$ cat src/hw/rtl/gcb_pkg.sv
// ----------------------------------------------------------------------------
// gcb_pkg
// Shared types, codes and widths for the backtracking graph colouring block.
// ----------------------------------------------------------------------------
package gcb_pkg;

    localparam int MAX_VERTICES_DEF = 16;
    localparam int MAX_COLORS_DEF   = 16;

    localparam int CFG_W    = 5;   // width of the count registers
    localparam int NBR_W    = 16;  // width of one adjacency row
    localparam int NBR_IW   = 4;   // bits needed to index one row
    localparam int VTX_W    = 4;   // vertex field width
    localparam int COL_W    = 4;   // colour field width
    localparam int SOL_W    = 32;  // solution number width
    localparam int FUNC_W   = 2;
    localparam int APB_AW   = 3;
    localparam int APB_DW   = 32;

    localparam logic [CFG_W-1:0] VCOUNT_RST = CFG_W'(16);
    localparam logic [CFG_W-1:0] CCOUNT_RST = CFG_W'(3);

    // Request function codes
    localparam logic [FUNC_W-1:0] FUNC_LOAD    = 2'd0;
    localparam logic [FUNC_W-1:0] FUNC_RESTART = 2'd1;
    localparam logic [FUNC_W-1:0] FUNC_FETCH   = 2'd2;

    // Register index, taken from address bit 2
    localparam logic REG_VERTEX_COUNT = 1'b0;
    localparam logic REG_COLOR_COUNT  = 1'b1;

    typedef struct packed {
        logic              valid;
        logic [FUNC_W-1:0] func;
        logic [VTX_W-1:0]  vertex;
        logic [NBR_W-1:0]  neighbors;
    } cmd_t;

    typedef struct packed {
        logic [VTX_W-1:0] vertex_index;
        logic [COL_W-1:0] color_index;
        logic [SOL_W-1:0] solution_number;
        logic             last;
        logic             exhausted;
    } res_t;

endpackage

$ cat src/hw/rtl/graph_coloring_backtrack.sv
// Timing: load and restart requests complete in the idle state; a fetch passes
// the load and latch states per level change, the next state per colour tried,
// the check read and compare states per earlier vertex scanned for a conflict,
// then the emit read and write states per vertex emitted. One request at a time;
// the sequencer and its single compare step set the rate; exhausted waits on res_free.
// Reset: asynchronous, active low; no edges, empty search, counter at one.
// ----------------------------------------------------------------------------
// graph_coloring_backtrack
// Enumerates proper m-colourings of a graph of up to MAX_VERTICES vertices by
// depth-first backtracking, one colouring per fetch request.
// ----------------------------------------------------------------------------
module graph_coloring_backtrack
    import gcb_pkg::*;
#(
    parameter int MAX_VERTICES = MAX_VERTICES_DEF,
    parameter int MAX_COLORS   = MAX_COLORS_DEF
)
(
    input  logic              clk,
    input  logic              rst_n,

    // configuration port
    input  logic              psel,
    input  logic              penable,
    input  logic              pwrite,
    input  logic [APB_AW-1:0] paddr,
    input  logic [APB_DW-1:0] pwdata,
    output logic [APB_DW-1:0] prdata,
    output logic              pready,

    // request channel
    input  logic              req_valid,
    output logic              req_stall,
    input  logic [FUNC_W-1:0] func,
    input  logic [VTX_W-1:0]  vertex,
    input  logic [NBR_W-1:0]  neighbors,

    // result channel
    output logic              res_valid,
    input  logic              res_stall,
    output logic [VTX_W-1:0]  vertex_index,
    output logic [COL_W-1:0]  color_index,
    output logic [SOL_W-1:0]  solution_number,
    output logic              last,
    output logic              exhausted
);

    logic [CFG_W-1:0] vcount_reg;
    logic [CFG_W-1:0] ccount_reg;
    logic [CFG_W-1:0] n_cnt;
    logic [CFG_W-1:0] m_cnt;
    logic             cfg_wr;

    cmd_t             cmd;
    logic             busy;
    logic             res_free;
    logic             res_load;
    res_t             res_core;

    logic             res_valid_reg;
    res_t             res_data_reg;

    // Config: written on the access phase of a write, decoded on address bit 2.
    assign pready = 1'b1;
    assign cfg_wr = psel && penable && pwrite;
    assign prdata = (paddr[2] == REG_VERTEX_COUNT) ? APB_DW'(vcount_reg)
                                                   : APB_DW'(ccount_reg);

    always_ff @(posedge clk or negedge rst_n)
    begin
        if (!rst_n)
        begin
            vcount_reg <= VCOUNT_RST;
            ccount_reg <= CCOUNT_RST;
        end
        else if (cfg_wr)
        begin
            if (paddr[2] == REG_COLOR_COUNT)
            begin
                ccount_reg <= pwdata[CFG_W-1:0];
            end
            else
            begin
                vcount_reg <= pwdata[CFG_W-1:0];
            end
        end
    end

    // Clamp the counts to what the stores can hold.
    assign n_cnt = (32'(vcount_reg) > MAX_VERTICES) ? CFG_W'(MAX_VERTICES) : vcount_reg;
    assign m_cnt = (32'(ccount_reg) > MAX_COLORS)   ? CFG_W'(MAX_COLORS)   : ccount_reg;

    // Hold off requests while the sequencer is searching or emitting.
    assign req_stall = busy;
    assign cmd       = {req_valid && !busy, func, vertex, neighbors};

    gcb_core #(
        .MAX_VERTICES (MAX_VERTICES),
        .MAX_COLORS   (MAX_COLORS)
    ) u_core (
        .clk      (clk),
        .rst_n    (rst_n),
        .cmd      (cmd),
        .busy     (busy),
        .n_cnt    (n_cnt),
        .m_cnt    (m_cnt),
        .res_free (res_free),
        .res_load (res_load),
        .res      (res_core)
    );

    // Output register: free when empty or being taken this cycle.
    assign res_free = !res_valid_reg || !res_stall;

    always_ff @(posedge clk or negedge rst_n)
    begin
        if (!rst_n)
        begin
            res_valid_reg <= 1'b0;
        end
        else if (res_load)
        begin
            res_valid_reg <= 1'b1;
        end
        else if (!res_stall)
        begin
            res_valid_reg <= 1'b0;
        end
    end

    always_ff @(posedge clk)
    begin
        if (res_load)
        begin
            res_data_reg <= res_core;
        end
    end

    assign res_valid       = res_valid_reg;
    assign vertex_index    = res_data_reg.vertex_index;
    assign color_index     = res_data_reg.color_index;
    assign solution_number = res_data_reg.solution_number;
    assign last            = res_data_reg.last;
    assign exhausted       = res_data_reg.exhausted;

endmodule

$ cat src/hw/rtl/gcb_core.sv
// ----------------------------------------------------------------------------
// gcb_core
// Search sequencer: adjacency and colour stack memories, level walk, one
// shared compare step for the conflict scan, and result sequencing.
// ----------------------------------------------------------------------------
module gcb_core
    import gcb_pkg::*;
#(
    parameter int MAX_VERTICES = MAX_VERTICES_DEF,
    parameter int MAX_COLORS   = MAX_COLORS_DEF
)
(
    input  logic             clk,
    input  logic             rst_n,
    input  cmd_t             cmd,
    output logic             busy,
    input  logic [CFG_W-1:0] n_cnt,
    input  logic [CFG_W-1:0] m_cnt,
    input  logic             res_free,
    output logic             res_load,
    output res_t             res
);

    localparam int VW  = $clog2(MAX_VERTICES);
    localparam int CW  = $clog2(MAX_COLORS);
    localparam int LW  = ((VW > CFG_W) ? VW : CFG_W) + 1;
    localparam int CMW = ((CW > CFG_W) ? CW : CFG_W) + 1;
    localparam int XW  = (VW > NBR_IW) ? VW : NBR_IW;

    localparam logic [3:0] ST_IDLE    = 4'd0;
    localparam logic [3:0] ST_LOAD    = 4'd1;
    localparam logic [3:0] ST_LATCH   = 4'd2;
    localparam logic [3:0] ST_NEXT    = 4'd3;
    localparam logic [3:0] ST_CHK_RD  = 4'd4;
    localparam logic [3:0] ST_CHK_CMP = 4'd5;
    localparam logic [3:0] ST_EMIT_RD = 4'd6;
    localparam logic [3:0] ST_EMIT_WR = 4'd7;
    localparam logic [3:0] ST_EXH     = 4'd8;

    logic [3:0]              state_reg, state_next;
    logic [VW-1:0]           level_reg, level_next;
    logic [MAX_VERTICES-1:0] colored_reg, colored_next;
    logic                    done_reg, done_next;
    logic [SOL_W-1:0]        sol_reg, sol_next;
    logic [MAX_VERTICES-1:0] adj_vld_reg, adj_vld_next;
    logic [CW-1:0]           cur_color_reg, cur_color_next;
    logic [NBR_W-1:0]        cur_row_reg, cur_row_next;
    logic [VW-1:0]           chk_reg, chk_next;
    logic [VW-1:0]           emit_reg, emit_next;

    logic [NBR_W-1:0] adj_mem [MAX_VERTICES];
    logic [CW-1:0]    stk_mem [MAX_VERTICES];
    logic [NBR_W-1:0] adj_q_reg;
    logic [CW-1:0]    stk_q_reg;

    logic             adj_we;
    logic [VW-1:0]    adj_waddr;
    logic             stk_we;
    logic [CW-1:0]    stk_wdata;
    logic [VW-1:0]    rd_addr;

    // Bit idx of a row; vertices beyond the row width have no edge bit.
    function automatic logic row_bit(input logic [NBR_W-1:0] row, input logic [VW-1:0] idx);
        logic [XW-1:0] ix;
        ix = XW'(idx);
        return (32'(idx) < NBR_W) && row[ix[NBR_IW-1:0]];
    endfunction

    assign busy = (state_reg != ST_IDLE);

    always_ff @(posedge clk)
    begin
        if (adj_we)
        begin
            adj_mem[adj_waddr] <= cmd.neighbors;
        end
        if (stk_we)
        begin
            stk_mem[level_reg] <= stk_wdata;
        end
        adj_q_reg <= adj_vld_reg[rd_addr] ? adj_mem[rd_addr] : '0;
        stk_q_reg <= stk_mem[rd_addr];
    end

    always_comb
    begin
        logic [LW-1:0]  lvl_w;
        logic [LW-1:0]  n_w;
        logic [CMW-1:0] m_w;
        logic           at_top;
        logic           ok_go;
        logic           conflict;

        lvl_w    = LW'(level_reg);
        n_w      = LW'(n_cnt);
        m_w      = CMW'(m_cnt);
        at_top   = (lvl_w + LW'(1)) == n_w;
        ok_go    = 1'b0;
        conflict = 1'b0;

        state_next     = state_reg;
        level_next     = level_reg;
        colored_next   = colored_reg;
        done_next      = done_reg;
        sol_next       = sol_reg;
        adj_vld_next   = adj_vld_reg;
        cur_color_next = cur_color_reg;
        cur_row_next   = cur_row_reg;
        chk_next       = chk_reg;
        emit_next      = emit_reg;

        adj_we    = 1'b0;
        adj_waddr = VW'(cmd.vertex);
        stk_we    = 1'b0;
        stk_wdata = '0;
        rd_addr   = level_reg;
        res_load  = 1'b0;
        res       = '0;

        case (state_reg)
            ST_IDLE:
            begin
                if (cmd.valid)
                begin
                    case (cmd.func)
                        FUNC_LOAD:
                        begin
                            if (32'(cmd.vertex) < MAX_VERTICES)
                            begin
                                adj_we                  = 1'b1;
                                adj_vld_next[adj_waddr] = 1'b1;
                            end
                        end
                        FUNC_RESTART:
                        begin
                            colored_next = '0;
                            level_next   = '0;
                            done_next    = 1'b0;
                            sol_next     = SOL_W'(1);
                        end
                        FUNC_FETCH:
                        begin
                            state_next = done_reg ? ST_EXH : ST_LOAD;
                        end
                        default:
                        begin
                        end
                    endcase
                end
            end
            ST_LOAD:
            begin
                state_next = ST_LATCH;
            end
            ST_LATCH:
            begin
                cur_color_next = stk_q_reg;
                cur_row_next   = adj_q_reg;
                state_next     = ST_NEXT;
            end
            ST_NEXT:
            begin
                if (lvl_w >= n_w || m_w == '0
                    || (colored_reg[level_reg] && (CMW'(cur_color_reg) + CMW'(1)) >= m_w))
                begin
                    // no colour left here: uncolour and step back
                    colored_next[level_reg] = 1'b0;
                    if (level_reg == '0)
                    begin
                        done_next  = 1'b1;
                        state_next = ST_EXH;
                    end
                    else
                    begin
                        level_next = level_reg - VW'(1);
                        state_next = ST_LOAD;
                    end
                end
                else
                begin
                    stk_we    = 1'b1;
                    stk_wdata = colored_reg[level_reg] ? cur_color_reg + CW'(1) : '0;
                    colored_next[level_reg] = 1'b1;
                    cur_color_next = stk_wdata;
                    if (level_reg == '0)
                    begin
                        ok_go = 1'b1;
                    end
                    else
                    begin
                        chk_next   = '0;
                        state_next = ST_CHK_RD;
                    end
                end
            end
            ST_CHK_RD:
            begin
                rd_addr    = chk_reg;
                state_next = ST_CHK_CMP;
            end
            ST_CHK_CMP:
            begin
                rd_addr  = chk_reg;
                conflict = colored_reg[chk_reg] && (stk_q_reg == cur_color_reg)
                           && (row_bit(adj_q_reg, level_reg) || row_bit(cur_row_reg, chk_reg));
                if (conflict)
                begin
                    state_next = ST_NEXT;
                end
                else if (chk_reg == level_reg - VW'(1))
                begin
                    ok_go = 1'b1;
                end
                else
                begin
                    chk_next   = chk_reg + VW'(1);
                    state_next = ST_CHK_RD;
                end
            end
            ST_EMIT_RD:
            begin
                rd_addr    = emit_reg;
                state_next = ST_EMIT_WR;
            end
            ST_EMIT_WR:
            begin
                rd_addr = emit_reg;
                res.vertex_index    = VTX_W'(emit_reg);
                res.color_index     = COL_W'(stk_q_reg);
                res.solution_number = sol_reg;
                res.last            = (LW'(emit_reg) + LW'(1)) == n_w;
                res.exhausted       = 1'b0;
                if (res_free)
                begin
                    res_load = 1'b1;
                    if (res.last)
                    begin
                        if (sol_reg != '1)
                        begin
                            sol_next = sol_reg + SOL_W'(1);
                        end
                        state_next = ST_IDLE;
                    end
                    else
                    begin
                        emit_next  = emit_reg + VW'(1);
                        state_next = ST_EMIT_RD;
                    end
                end
            end
            ST_EXH:
            begin
                res.last      = 1'b1;
                res.exhausted = 1'b1;
                if (res_free)
                begin
                    res_load   = 1'b1;
                    state_next = ST_IDLE;
                end
            end
            default:
            begin
                state_next = ST_IDLE;
            end
        endcase

        // colour accepted: emit on the last vertex, else climb one level
        if (ok_go)
        begin
            if (at_top)
            begin
                emit_next  = '0;
                state_next = ST_EMIT_RD;
            end
            else
            begin
                level_next = level_reg + VW'(1);
                state_next = ST_LOAD;
            end
        end
    end

    always_ff @(posedge clk or negedge rst_n)
    begin
        if (!rst_n)
        begin
            state_reg   <= ST_IDLE;
            level_reg   <= '0;
            colored_reg <= '0;
            done_reg    <= 1'b0;
            sol_reg     <= SOL_W'(1);
            adj_vld_reg <= '0;
        end
        else
        begin
            state_reg   <= state_next;
            level_reg   <= level_next;
            colored_reg <= colored_next;
            done_reg    <= done_next;
            sol_reg     <= sol_next;
            adj_vld_reg <= adj_vld_next;
        end
    end

    always_ff @(posedge clk)
    begin
        cur_color_reg <= cur_color_next;
        cur_row_reg   <= cur_row_next;
        chk_reg       <= chk_next;
        emit_reg      <= emit_next;
    end

endmodule

$ cat config.mk
export PLATFORM = sky130hd
export DESIGN_NAME = graph_coloring_backtrack
export DESIGN_NICKNAME = d
export VERILOG_FILES = /design/src/hw/rtl/gcb_pkg.sv /design/src/hw/rtl/graph_coloring_backtrack.sv /design/src/hw/rtl/gcb_core.sv
export SDC_FILE = /design/constraint.sdc
export NUM_CORES = 1
export LEC_CHECK = 0
export ABC_AREA = 1
export BUFFER_PORTS_ARGS = -buffer_cell sky130_fd_sc_hd__buf_2
export CORE_UTILIZATION = 35
export DETAILED_ROUTE_END_ITERATION = 8
export PLACE_DENSITY = 0.49
export SLEW_MARGIN = 20
export SYNTH_ARGS = -nofsm -noshare
export SYNTH_HDL_FRONTEND = slang
export SYNTH_SLANG_ARGS = --single-unit
$ cat constraint.sdc
create_clock -name clk -period 4.45 [get_ports clk]
set_input_delay 1.335 -clock clk [delete_from_list [all_inputs] [get_ports clk]]
set_output_delay 1.335 -clock clk [all_outputs]
set_load 0.005 [all_outputs]
==> results.ini, run 1 <==
[cells_and_area]
largest_register_ffs = 256
multi_input_area_um2 = 7180
antenna_cells_inserted = 0
fillCellCount = 6223
seqCellArea_um2 = 14200
share_of_cells_above_drive_strength_1_pct = 14.7
fin_nets = 2345
area.growth.synth_to_final_pct = 13.6
final-instance-count-excl-fill = 3153
top_regs = u_core.adj_mem (256), u_core.stk_mem (64)
regMostFlops = u_core.adj_mem

[die]
core_area_um2 = 63300
design.portCount = 141
die_w_um = 256
initial_utilization_pct = 35.6
design.die.area_um2 = 65300
die_y_um = 256
placement_row_count = 92

[clock_tree]
cts_root_buf = sky130_fd_sc_hd__clkbuf_16
clkSlewWorstSetupHoldPaths_ns = 0.06
post_cts_buffers = 0
cts-htree-levels = 2
cts_inserted_buffers = 54
cts_num_sinks = 494
worstSkewPairLatency_ns = 0.61
post_cts_resize_count = 0
cts_tree = yes
ctsLongestPathBuffers = 3
cts.hold.buffers_added = 0

[routing]
firstDrtPassIters = 7
number_of_antenna_violating_nets_in_the_routed_design = 0
dr_total_vias = 15400
drcViolationCount = 0
detail_route.wirelength_um = 56800
wl_per_cell_um = 18.0
dr.first_iter.drc_count = 1141
vias_per_cell = 4.90

[timing]
grt_setup_unrepaired = false
final.setup.worst_slack_ns = 1.02
drv_slew = 0
max_slew_headroom_pct = 34.7
post-route-period-util_pct = 77.1
setup_viol = 0
timing.setup.tns_ns = 0
min_period_ns = 3.43
finalHoldViolCount = 0
fmax_mhz = 291
max_slew.worst_pin.slew_ns = 0.980
finalClockSkew_ns = 0.0118

[pwr]
share_comb_of_total_power_pct = 43.9
power_report.internal_total_w = 0.0107
clockPowerShare_pct = 23.7
p_per_area_nw_per_um2 = 720
power_w = 0.0184
maximum_ir_drop_on_the_vdd_rail_mv = 0.470
static-leakage-power_nw = 9.58
switching_part_of_the_total_pct = 42.0
switching_power_summed_over_all_nets_w = 0.00773
pwr-share-seq_pct = 32.4

[placement]
preCtsSetupSlack_ns = 0.989
placement.io_buffers = 83
gp_routability_congestion = 0.899
placed_cells = 3053
place.detailed.hpwl_um = 35300

[worst_setup_path]
critical_path.cell_chain = nor2_1 > nand2_1 > nand2_2 > nand2_1 > ha_1 > nand2_1 > inv_1 > o21ai_0 > nand3_1 > nor3_1 > nand2_1 > nor2_1
timing.critical_path.slowest_cell_delay_ns = 0.59
crit_family = simple AND/OR/NAND/NOR gates
ff2ff_setup_slack_ns = 1.02
required_time_of_the_critical_path_ns = 4.69
worstSetupPathType = flop to flop
cp-start-kind = flop
r2r.worst_path.cells = 12
cpMostUsedCell = sky130_fd_sc_hd__nand2_1
critical_path_arrival_ns = 3.67
cp_num_buf_inv = 1
worst_setup_path_end_kind = flop
cp_max_fanout = 20
reg2reg_from = vcount_reg[1]
worstReg2RegEnd = u_core.stk_mem[15][1]
crit_path_top_delay_cell = sky130_fd_sc_hd__nor2_1

[logic_synthesis]
synthesis.yosys.warnings = 0
ys_seq_elements = 494
syn_area_per_cell_um2 = 10.3
synth_ff_type = sky130_fd_sc_hd__edfxtp_1
synth_top_cells_by_area = sky130_fd_sc_hd__edfxtp_1 (51%), sky130_fd_sc_hd__dfrtp_1 (8.9%), sky130_fd_sc_hd__nand2_1 (5.8%), sky130_fd_sc_hd__nor2_1 (5.5%), sky130_fd_sc_hd__nand3_1 (4.1%)
synth_top_cell_area_share_pct = 51.5
synth-async-reset-ratio_pct = 17.0
yosysTopAreaCell = sky130_fd_sc_hd__edfxtp_1
yosys-top-cells-count = sky130_fd_sc_hd__edfxtp_1 (386), sky130_fd_sc_hd__nand2_1 (350), sky130_fd_sc_hd__nor2_1 (332)
synthesized_instance_count = 2179
distinct_cells_synth = 45
ys_seq_area_share_pct = 63.0
syn_area_um2 = 22500
synth_enable_flop_cells = 386
synth.most_common_cell = sky130_fd_sc_hd__edfxtp_1

[min_path]
timing.hold.worst_endpoint = u_core.cur_row_reg[9]
worstHoldStart = u_core.adj_q_reg[9]
instance_count_along_the_most_critical_hold_path = 0
type_of_the_most_critical_hold_path = flop to flop

[global_routing]
gr-usage-met1_pct = 24.5
grt_start_max_net_pins = 91
grt.busiest_layer = met2
number_of_antenna_violations_at_the_first_check_in_global_routing = 5
overflow = 0
grt_first_pass_wirelength_um = 89600
grt_usage_pct = 17.5
grt_pass1_vias = 15100
grt_use_met3_pct = 3.08
grt_util_met2_pct = 27.7

[flow_run]
maxCapViolations = 0

[status]
outcome = completed

[worst reg2reg max path, delay by kind of cell (launching register included)]
kind                     cells  cell delay, ns
buffers and inverters        1            0.03
adder cells (fa/ha/maj)      1            0.33
AO/OA/AOI/OAI                1            0.15
flip-flops                   1            0.44
AND/OR/NAND/NOR              9            2.10
[metrics by stage]
step                area (um2)  hold slack, ns  util, %
CTS                      25600           0.432     40.4
finish                   25600           0.432     40.4
floorplan                22600           0.408        -
global placement         23900           0.418     37.7
detailed placement       23900           0.418     37.7
global route             25600           0.445     40.4
[routing by layer]
layer / part of all wire, % / vias to the layer above
li1: - / 7579
met3: 5.3 / 83
met1: 46 / 7422
met2: 46 / 355
met5: 0.11 / -
met4: 2.0 / 10
[power groups by stage]
stage               sequential (W)  combinational (W)  clock, W
finish                     0.00597            0.00809   0.00436
global route               0.00604            0.00919   0.00466
CTS                        0.00597            0.00821   0.00448
detailed placement         0.00606            0.00818         0
global placement           0.00605            0.00813         0
floorplan                  0.00595            0.00590         0
[placed cells by master, fill, tap and decap left out, drive strengths merged, types with 18 or more instances in the layout]
cell type,count
or2,90
o211ai,85
dfxtp,24
o21ai,187
nand3,186
dfrtp,80
nand2,357
inv,159
clkbuf,81
conb,28
edfxtp,386
xor2,42
nor3,28
ha,18
nor2,339
buf,131
[how the worst max path moves through the flow]
stage	startpoint	end	slack, ns	cells past startpoint
after global routing	vcount_reg[2]	u_core.chk_reg[0]	0.68	15
final	vcount_reg[1]	u_core.stk_mem[15][1]	1.02	12
after detailed placement	func[1]	u_core.adj_mem[10][10]	0.99	6
after global placement	func[1]	u_core.adj_mem[10][11]	1.01	6
after floorplan	res_stall	color_index[0]	0.70	3
after CTS	vcount_reg[1]	u_core.stk_mem[15][1]	1.03	12
[cells by family after synthesis]
logic type / count (synthesis) / synth area share [%]
other cells: 2 / 0.0334
buf+inv: 288 / 5.80
fa+ha+maj: 18 / 1.00
flops: 494 / 63.0
simple gates: 1032 / 20.1
xor+xnor: 45 / 1.75
compound gates: 300 / 8.30
[area by class of cell]
| type | count | area share [%] |
|---|---|---|
| Tap cell | 846 | 4.14 |
| Timing Repair Buffer | 131 | 3.24 |
| Inverter | 159 | 2.35 |
| Clock inverter | 19 | 0.646 |
| Sequential cell | 494 | 55.4 |
| Clock buffer | 81 | 6.12 |
| Multi-Input combinational cell | 1423 | 28.1 |
Power figures use the tool's default switching activity.
==> inputs of run 2 (changes only) <==
--- a/config.mk
+++ b/config.mk
@@ -9,7 +9,7 @@
 export BUFFER_PORTS_ARGS = -buffer_cell sky130_fd_sc_hd__buf_2
 export CORE_UTILIZATION = 35
 export DETAILED_ROUTE_END_ITERATION = 8
-export PLACE_DENSITY = 0.49
+export PLACE_DENSITY = 0.51
 export SLEW_MARGIN = 20
 export SYNTH_ARGS = -nofsm -noshare
 export SYNTH_HDL_FRONTEND = slang
==> constraint.sdc (replaced) <==
create_clock -name clk -period 3 [get_ports clk]
set_input_delay 0.9 -clock clk [delete_from_list [all_inputs] [get_ports clk]]
set_output_delay 0.9 -clock clk [all_outputs]
set_load 0.005 [all_outputs]
==> run 2 against run 1 <==
Setup slack got worse by 0.85 ns. Final cell count up 0.89%. Core utilization is 0.87 points higher. Critical endpoint is now u_core.stk_mem[2][1].
==> results.ini, run 2 (same netlist as run 1, synthesis figures left out) <==
[cells_and_area]
seqCellArea_um2 = 14200
area.growth.synth_to_final_pct = 16.1
multi_input_area_um2 = 7200
share_of_cells_above_drive_strength_1_pct = 16.3
largest_register_ffs = 256
final_core_utilization_pct = 41.3
fillCellCount = 6145
fin_nets = 2370
top_regs = u_core.adj_mem (256), u_core.stk_mem (64)
mostFrequentLayoutCell = sky130_fd_sc_hd__edfxtp_1
regMostFlops = u_core.adj_mem
mostFrequentLayoutCells = sky130_fd_sc_hd__edfxtp_1 (386), sky130_fd_sc_hd__nand2_1 (349), sky130_fd_sc_hd__nor2_1 (312)
final_cell_area_um2 = 26100

[worst_setup_path]
r2r.worst_path.cells = 11
critical_path.cell_chain = nand2_2 > nand2_1 > ha_1 > nand2_1 > inv_1 > o21ai_0 > nand3_1 > nor3_2 > nand3_1 > buf_12 > nor2_1
required_time_of_the_critical_path_ns = 3.29
crit_path_top_delay_cell = sky130_fd_sc_hd__dfstp_2
crit_family = simple AND/OR/NAND/NOR gates
worst-path-stages = 11
critical_path_arrival_ns = 3.12
worstSetupPathType = flop to flop
timing.critical_path.slowest_cell_delay_ns = 0.61
cp_max_fanout = 18
cp-start-kind = flop
worst_setup_path_end_kind = flop
cp_num_buf_inv = 2

[routing]
vias_per_cell = 4.92
number_of_antenna_violating_nets_in_the_routed_design = 0
dr_total_vias = 15600
drcViolationCount = 0
dr.first_iter.drc_count = 1116
wl_per_cell_um = 18.0
detail_route.wirelength_um = 57300
firstDrtPassIters = 5

[timing]
max_slew.worst_pin.slew_ns = 0.758
drv_slew = 0
min_period_ns = 2.84
fmax_mhz = 353
setup_viol = 0
post-route-period-util_pct = 94.5
finalHoldViolCount = 0
max_slew_headroom_pct = 49.5
finalClockSkew_ns = 0.0224
final.setup.worst_slack_ns = 0.165
grt_setup_unrepaired = true
timing.setup.tns_ns = 0

[die]
die_w_um = 256
design.die.area_um2 = 65300
die_y_um = 256
placement_row_count = 92
core_area_um2 = 63300
initial_utilization_pct = 35.6
design.portCount = 141

[global_routing]
grt_first_pass_wirelength_um = 89600
number_of_antenna_violations_at_the_first_check_in_global_routing = 6
grt_start_max_net_pins = 83
grt_pass1_vias = 15300
grt_usage_pct = 17.5
overflow = 0

[flow_run]
maxCapViolations = 0

[clock_tree]
cts-htree-levels = 2
clkSlewWorstSetupHoldPaths_ns = 0.06
cts_root_buf = sky130_fd_sc_hd__clkbuf_16
cts_num_sinks = 494
post_cts_resize_count = 0
cts_inserted_buffers = 55
cts_tree = yes
ctsLongestPathBuffers = 3
post_cts_buffers = 0
worstSkewPairLatency_ns = 0.63
cts.hold.buffers_added = 0

[pwr]
p_per_area_nw_per_um2 = 1080
static-leakage-power_nw = 9.85
power_w = 0.0282
maximum_ir_drop_on_the_vdd_rail_mv = 1.00

[placement]
preCtsSetupSlack_ns = 0.0711
gp_routability_congestion = 0.886
placed_cell_areas_um2 = 24200
place.detailed.hpwl_um = 36300
placement.io_buffers = 83

[min_path]
type_of_the_most_critical_hold_path = input pin to async pin

[status]
outcome = completed

==> run 2: cell types whose count changed in the layout (fill, tap and decap cells not counted), sizes merged <==
| cell | before | now |
|---|---|---|
| inv | 159 | 162 |
| clkinvlp | 1 | 2 |
| clkbuf | 81 | 74 |
| clkinv | 16 | 17 |
| buf | 131 | 155 |
| bufinv | 2 | 6 |
| diode | 0 | 2 |
==> run 2: layout make-up <==
class / instances / area share [%]
clock inverters: 28 / 1.38
multi-input cells: 1423 / 27.5
inverters: 159 / 2.30
clock buffers: 74 / 5.97
diodes: 2 / 0.0192
well taps: 846 / 4.05
repair buffers: 155 / 4.48
flip-flops and latches: 494 / 54.3
==> run 2: through the flow <==
step / hold slack, ns / instances
finish: 0.329 / 3181
floorplan: 0.408 / 2205
global placement: 0.419 / 3077
CTS: 0.337 / 3179
detailed placement: 0.424 / 3077
global route: 0.360 / 3180
==> run 2: worst paths after layout <==
| path | from | to | slack, ns |
|---|---|---|---|
| max | vcount_reg[4] | u_core.stk_mem[2][1] | 0.16 |
| min | rst_n | ccount_reg[3] | 0.33 |
| max reg2reg | vcount_reg[4] | u_core.stk_mem[2][1] | 0.16 |
| min reg2reg | u_core.adj_q_reg[15] | u_core.cur_row_reg[15] | 0.44 |
| max in group asynchronous | rst_n | u_core.sol_reg[0] | 1.93 |
| min in group clk | u_core.adj_q_reg[15] | u_core.cur_row_reg[15] | 0.44 |
==> run 2: power breakdown <==
group	leakage [nW]	internal (W)	total, W	switching, W
combinational	4.19	0.00402	0.0123	0.00829
sequential	4.72	0.00831	0.00882	0.000516
clock	0.938	0.00419	0.00706	0.00287
==> run 2: per-layer routing <==
metal / share of wire, % / GRT usage, % / vias up
met2: 47 / 28.7 / 371
met3: 5.6 / 3.40 / 89
met5: 0.082 / 0 / -
li1: - / - / 7619
met4: 2.1 / 4.66 / 8
met1: 45 / 23.7 / 7559
==> run 2: worst reg2reg max path, cell delays in order, from the launching register on <==
cell	delay [ns]
sky130_fd_sc_hd__dfstp_2	0.61
sky130_fd_sc_hd__nand2_2	0.15
sky130_fd_sc_hd__nand2_1	0.17
sky130_fd_sc_hd__ha_1	0.29
sky130_fd_sc_hd__nand2_1	0.09
sky130_fd_sc_hd__inv_1	0.04
sky130_fd_sc_hd__o21ai_0	0.14
sky130_fd_sc_hd__nand3_1	0.12
sky130_fd_sc_hd__nor3_2	0.25
sky130_fd_sc_hd__nand3_1	0.17
sky130_fd_sc_hd__buf_12	0.19
sky130_fd_sc_hd__nor2_1	0.30
==> inputs of run 3 (changes only) <==
--- a/config.mk
+++ b/config.mk
@@ -13,4 +13,5 @@
 export SLEW_MARGIN = 20
 export SYNTH_ARGS = -nofsm -noshare
 export SYNTH_HDL_FRONTEND = slang
+export SYNTH_HIERARCHICAL = 1
 export SYNTH_SLANG_ARGS = --single-unit
==> run 3 against run 2 <==
Setup slack got worse by 0.0045 ns. Core utilization increased by 0.050 points. Die area increased by 1.2%. Critical path depth increased by 3. First-iteration DRC count decreased by 4.9%. Non-clock buffer count increased by 29. Cell area increased by 1.8%. Flip-flop and latch count unchanged. Count of clock-buffer cells in the layout decreased by 2. Sequential power decreased by 6.9%. Power decreased by 31%. Critical endpoint is now u_core/chk_reg[3].
==> results.ini, run 3 <==
[worst_setup_path]
crit_path_top_delay_cell = sky130_fd_sc_hd__dfrtp_1
cp_max_fanout = 4
worst_setup_path_end_kind = flop
cp_num_buf_inv = 2
timing.critical_path.slowest_cell_delay_ns = 0.40
required_time_of_the_critical_path_ns = 3.28
r2r.worst_path.cells = 14
worst-path-stages = 14
cp-start-kind = flop
crit_family = simple AND/OR/NAND/NOR gates
worstSetupPathType = flop to flop
critical_path.cell_chain = nor2_1 > nand2_2 > a21oi_2 > inv_1 > ha_1 > a21o_1 > nand2_1 > o211ai_1 > nor3_2 > buf_4 > nand2_1 > nand2_2 > o21ai_0 > nor2_2
critical_path_arrival_ns = 3.12

[pwr]
maximum_ir_drop_on_the_vdd_rail_mv = 0.479
p_per_area_nw_per_um2 = 733
static-leakage-power_nw = 10.6
power_w = 0.0195

[global_routing]
grt_pass1_vias = 15600
number_of_antenna_violations_at_the_first_check_in_global_routing = 5
grt_first_pass_wirelength_um = 91500
grt_start_max_net_pins = 83
grt_usage_pct = 17.8
overflow = 0

[timing]
fin_hold_ws_ns = 0.251
post-route-period-util_pct = 94.7
grt_setup_unrepaired = false
max_slew_headroom_pct = 56.4
min_period_ns = 2.84
max_slew.worst_pin.slew_ns = 0.648
setup_viol = 0
finalHoldViolCount = 0
fmax_mhz = 352
finalClockSkew_ns = 0.0132
drv_slew = 0

[flow_run]
maxCapViolations = 0

[min_path]
type_of_the_most_critical_hold_path = input pin to async pin

[routing]
vias_per_cell = 4.85
firstDrtPassIters = 7
number_of_antenna_violating_nets_in_the_routed_design = 0
dr.first_iter.drc_count = 1061
wl_per_cell_um = 17.5
dr_total_vias = 16300
drcViolationCount = 0
detail_route.wirelength_um = 58600

[die]
core_area_um2 = 64300
placement_row_count = 93
die_y_um = 257
initial_utilization_pct = 35.4
die_w_um = 257
design.die.area_um2 = 66100
design.portCount = 141

[placement]
place.detailed.hpwl_um = 39000
gp_routability_congestion = 0.906
placement.io_buffers = 83
placed_cell_areas_um2 = 24700

[clock_tree]
clkSlewWorstSetupHoldPaths_ns = 0.06
cts_root_buf = sky130_fd_sc_hd__clkbuf_16
ctsLongestPathBuffers = 3
cts_num_sinks = 494
cts_inserted_buffers = 55
cts-htree-levels = 2
cts.hold.buffers_added = 0
worstSkewPairLatency_ns = 0.61
cts_tree = yes

[cells_and_area]
mostFrequentLayoutCell = sky130_fd_sc_hd__nand2_1
mostFrequentLayoutCells = sky130_fd_sc_hd__nand2_1 (499), sky130_fd_sc_hd__edfxtp_1 (386), sky130_fd_sc_hd__inv_1 (317)
regMostFlops = u_core/adj_mem
fillCellCount = 6229
final_core_utilization_pct = 41.3
top_regs = u_core/adj_mem (256), u_core/stk_mem (64)
final_cell_area_um2 = 26600
area.growth.synth_to_final_pct = 16.7
share_of_cells_above_drive_strength_1_pct = 13.1
largest_register_ffs = 256
fin_nets = 2530

[logic_synthesis]
synth_ff_type = sky130_fd_sc_hd__edfxtp_1
ys_seq_area_share_pct = 62.2
ys_seq_elements = 494
yosysTopAreaCell = sky130_fd_sc_hd__edfxtp_1
yosys-top-cells-count = sky130_fd_sc_hd__nand2_1 (501), sky130_fd_sc_hd__edfxtp_1 (386), sky130_fd_sc_hd__inv_1 (317)
syn_area_per_cell_um2 = 9.86
synth_enable_flop_cells = 386
synth-async-reset-ratio_pct = 17.0
synthesis.yosys.warnings = 6
synth_top_cell_area_share_pct = 50.9
syn_area_um2 = 22800
synthesized_instance_count = 2311
distinct_cells_synth = 42
synth.most_common_cell = sky130_fd_sc_hd__nand2_1
synth_top_cells_by_area = sky130_fd_sc_hd__edfxtp_1 (51%), sky130_fd_sc_hd__dfrtp_1 (8.8%), sky130_fd_sc_hd__nand2_1 (8.3%), sky130_fd_sc_hd__inv_1 (5.2%), sky130_fd_sc_hd__o21ai_0 (4.5%)

[status]
outcome = completed

[run 3: power by group]
part / switching [W] / leakage, nW / total, W / internal (W)
clock: 0.00274 / 0.853 / 0.00665 / 0.00392
sequential: 0.000250 / 4.67 / 0.00821 / 0.00796
combinational: 0.00306 / 5.09 / 0.00464 / 0.00159
total: 0.00604 / 10.6 / 0.0195 / 0.0135
[run 3: cells by family after synthesis]
family          share of synthesized area, %
simple gates                            17.1
buf+inv                                 8.64
xor+xnor                                1.23
compound gates                          9.84
flops                                   62.2
other cells                           0.0330
fa+ha+maj                              0.988
[run 3: routing by layer]
layer | vias up | GRT usage (%) | part of all wire [%]
met4 | 4 | 4.94 | 2.1
li1 | 7993 | - | -
met5 | - | 0 | 0.041
met3 | 87 | 2.56 | 4.4
met2 | 339 | 29.5 | 48
met1 | 7833 | 24.1 | 46
[run 3: final timing paths]
path | startpoint | endpoint | slack, ns
worst max-delay path | vcount_reg[3] | u_core/chk_reg[3] | 0.16
worst min-delay path | rst_n | u_core/sol_reg[22] | 0.25
worst max register to register | vcount_reg[3] | u_core/chk_reg[3] | 0.16
worst min register to register | u_core/adj_q_reg[8] | u_core/cur_row_reg[8] | 0.43
max in group asynchronous | rst_n | u_core/sol_reg[0] | 2.03
min in group clk | u_core/adj_q_reg[8] | u_core/cur_row_reg[8] | 0.43
[run 3: per-stage QoR]
stage / TNS (ns) / worst slack (ns) / instances
6_report: 0 / 0.160 / 3351
5_1_grt: 0 / 0.00935 / 3350
4_1_cts: -0.0594 / -0.00864 / 3347
3_5_place_dp: -0.178 / -0.0445 / 3243
3_3_place_gp: -0.172 / -0.0431 / 3243
2_1_floorplan: 0 / 0.245 / 2337
[run 3: area by class of cell]
class	count	area, um2	area share, %
inverters	321	1210	4.54
flip-flops and latches	494	14200	53.3
clock inverters	32	318	1.20
well taps	855	1070	4.02
diodes	1	2.50	0.00941
repair buffers	184	1500	5.63
multi-input cells	1392	6870	25.8
clock buffers	72	1450	5.45
[run 3: what timing repair did]
item / 4_1_cts / 5_1_grt
gates resized for setup: 1 / 24
endpoints found under the setup margin: 12 / 150
setup buffers: 0 / 3
pin swaps: 0 / 3
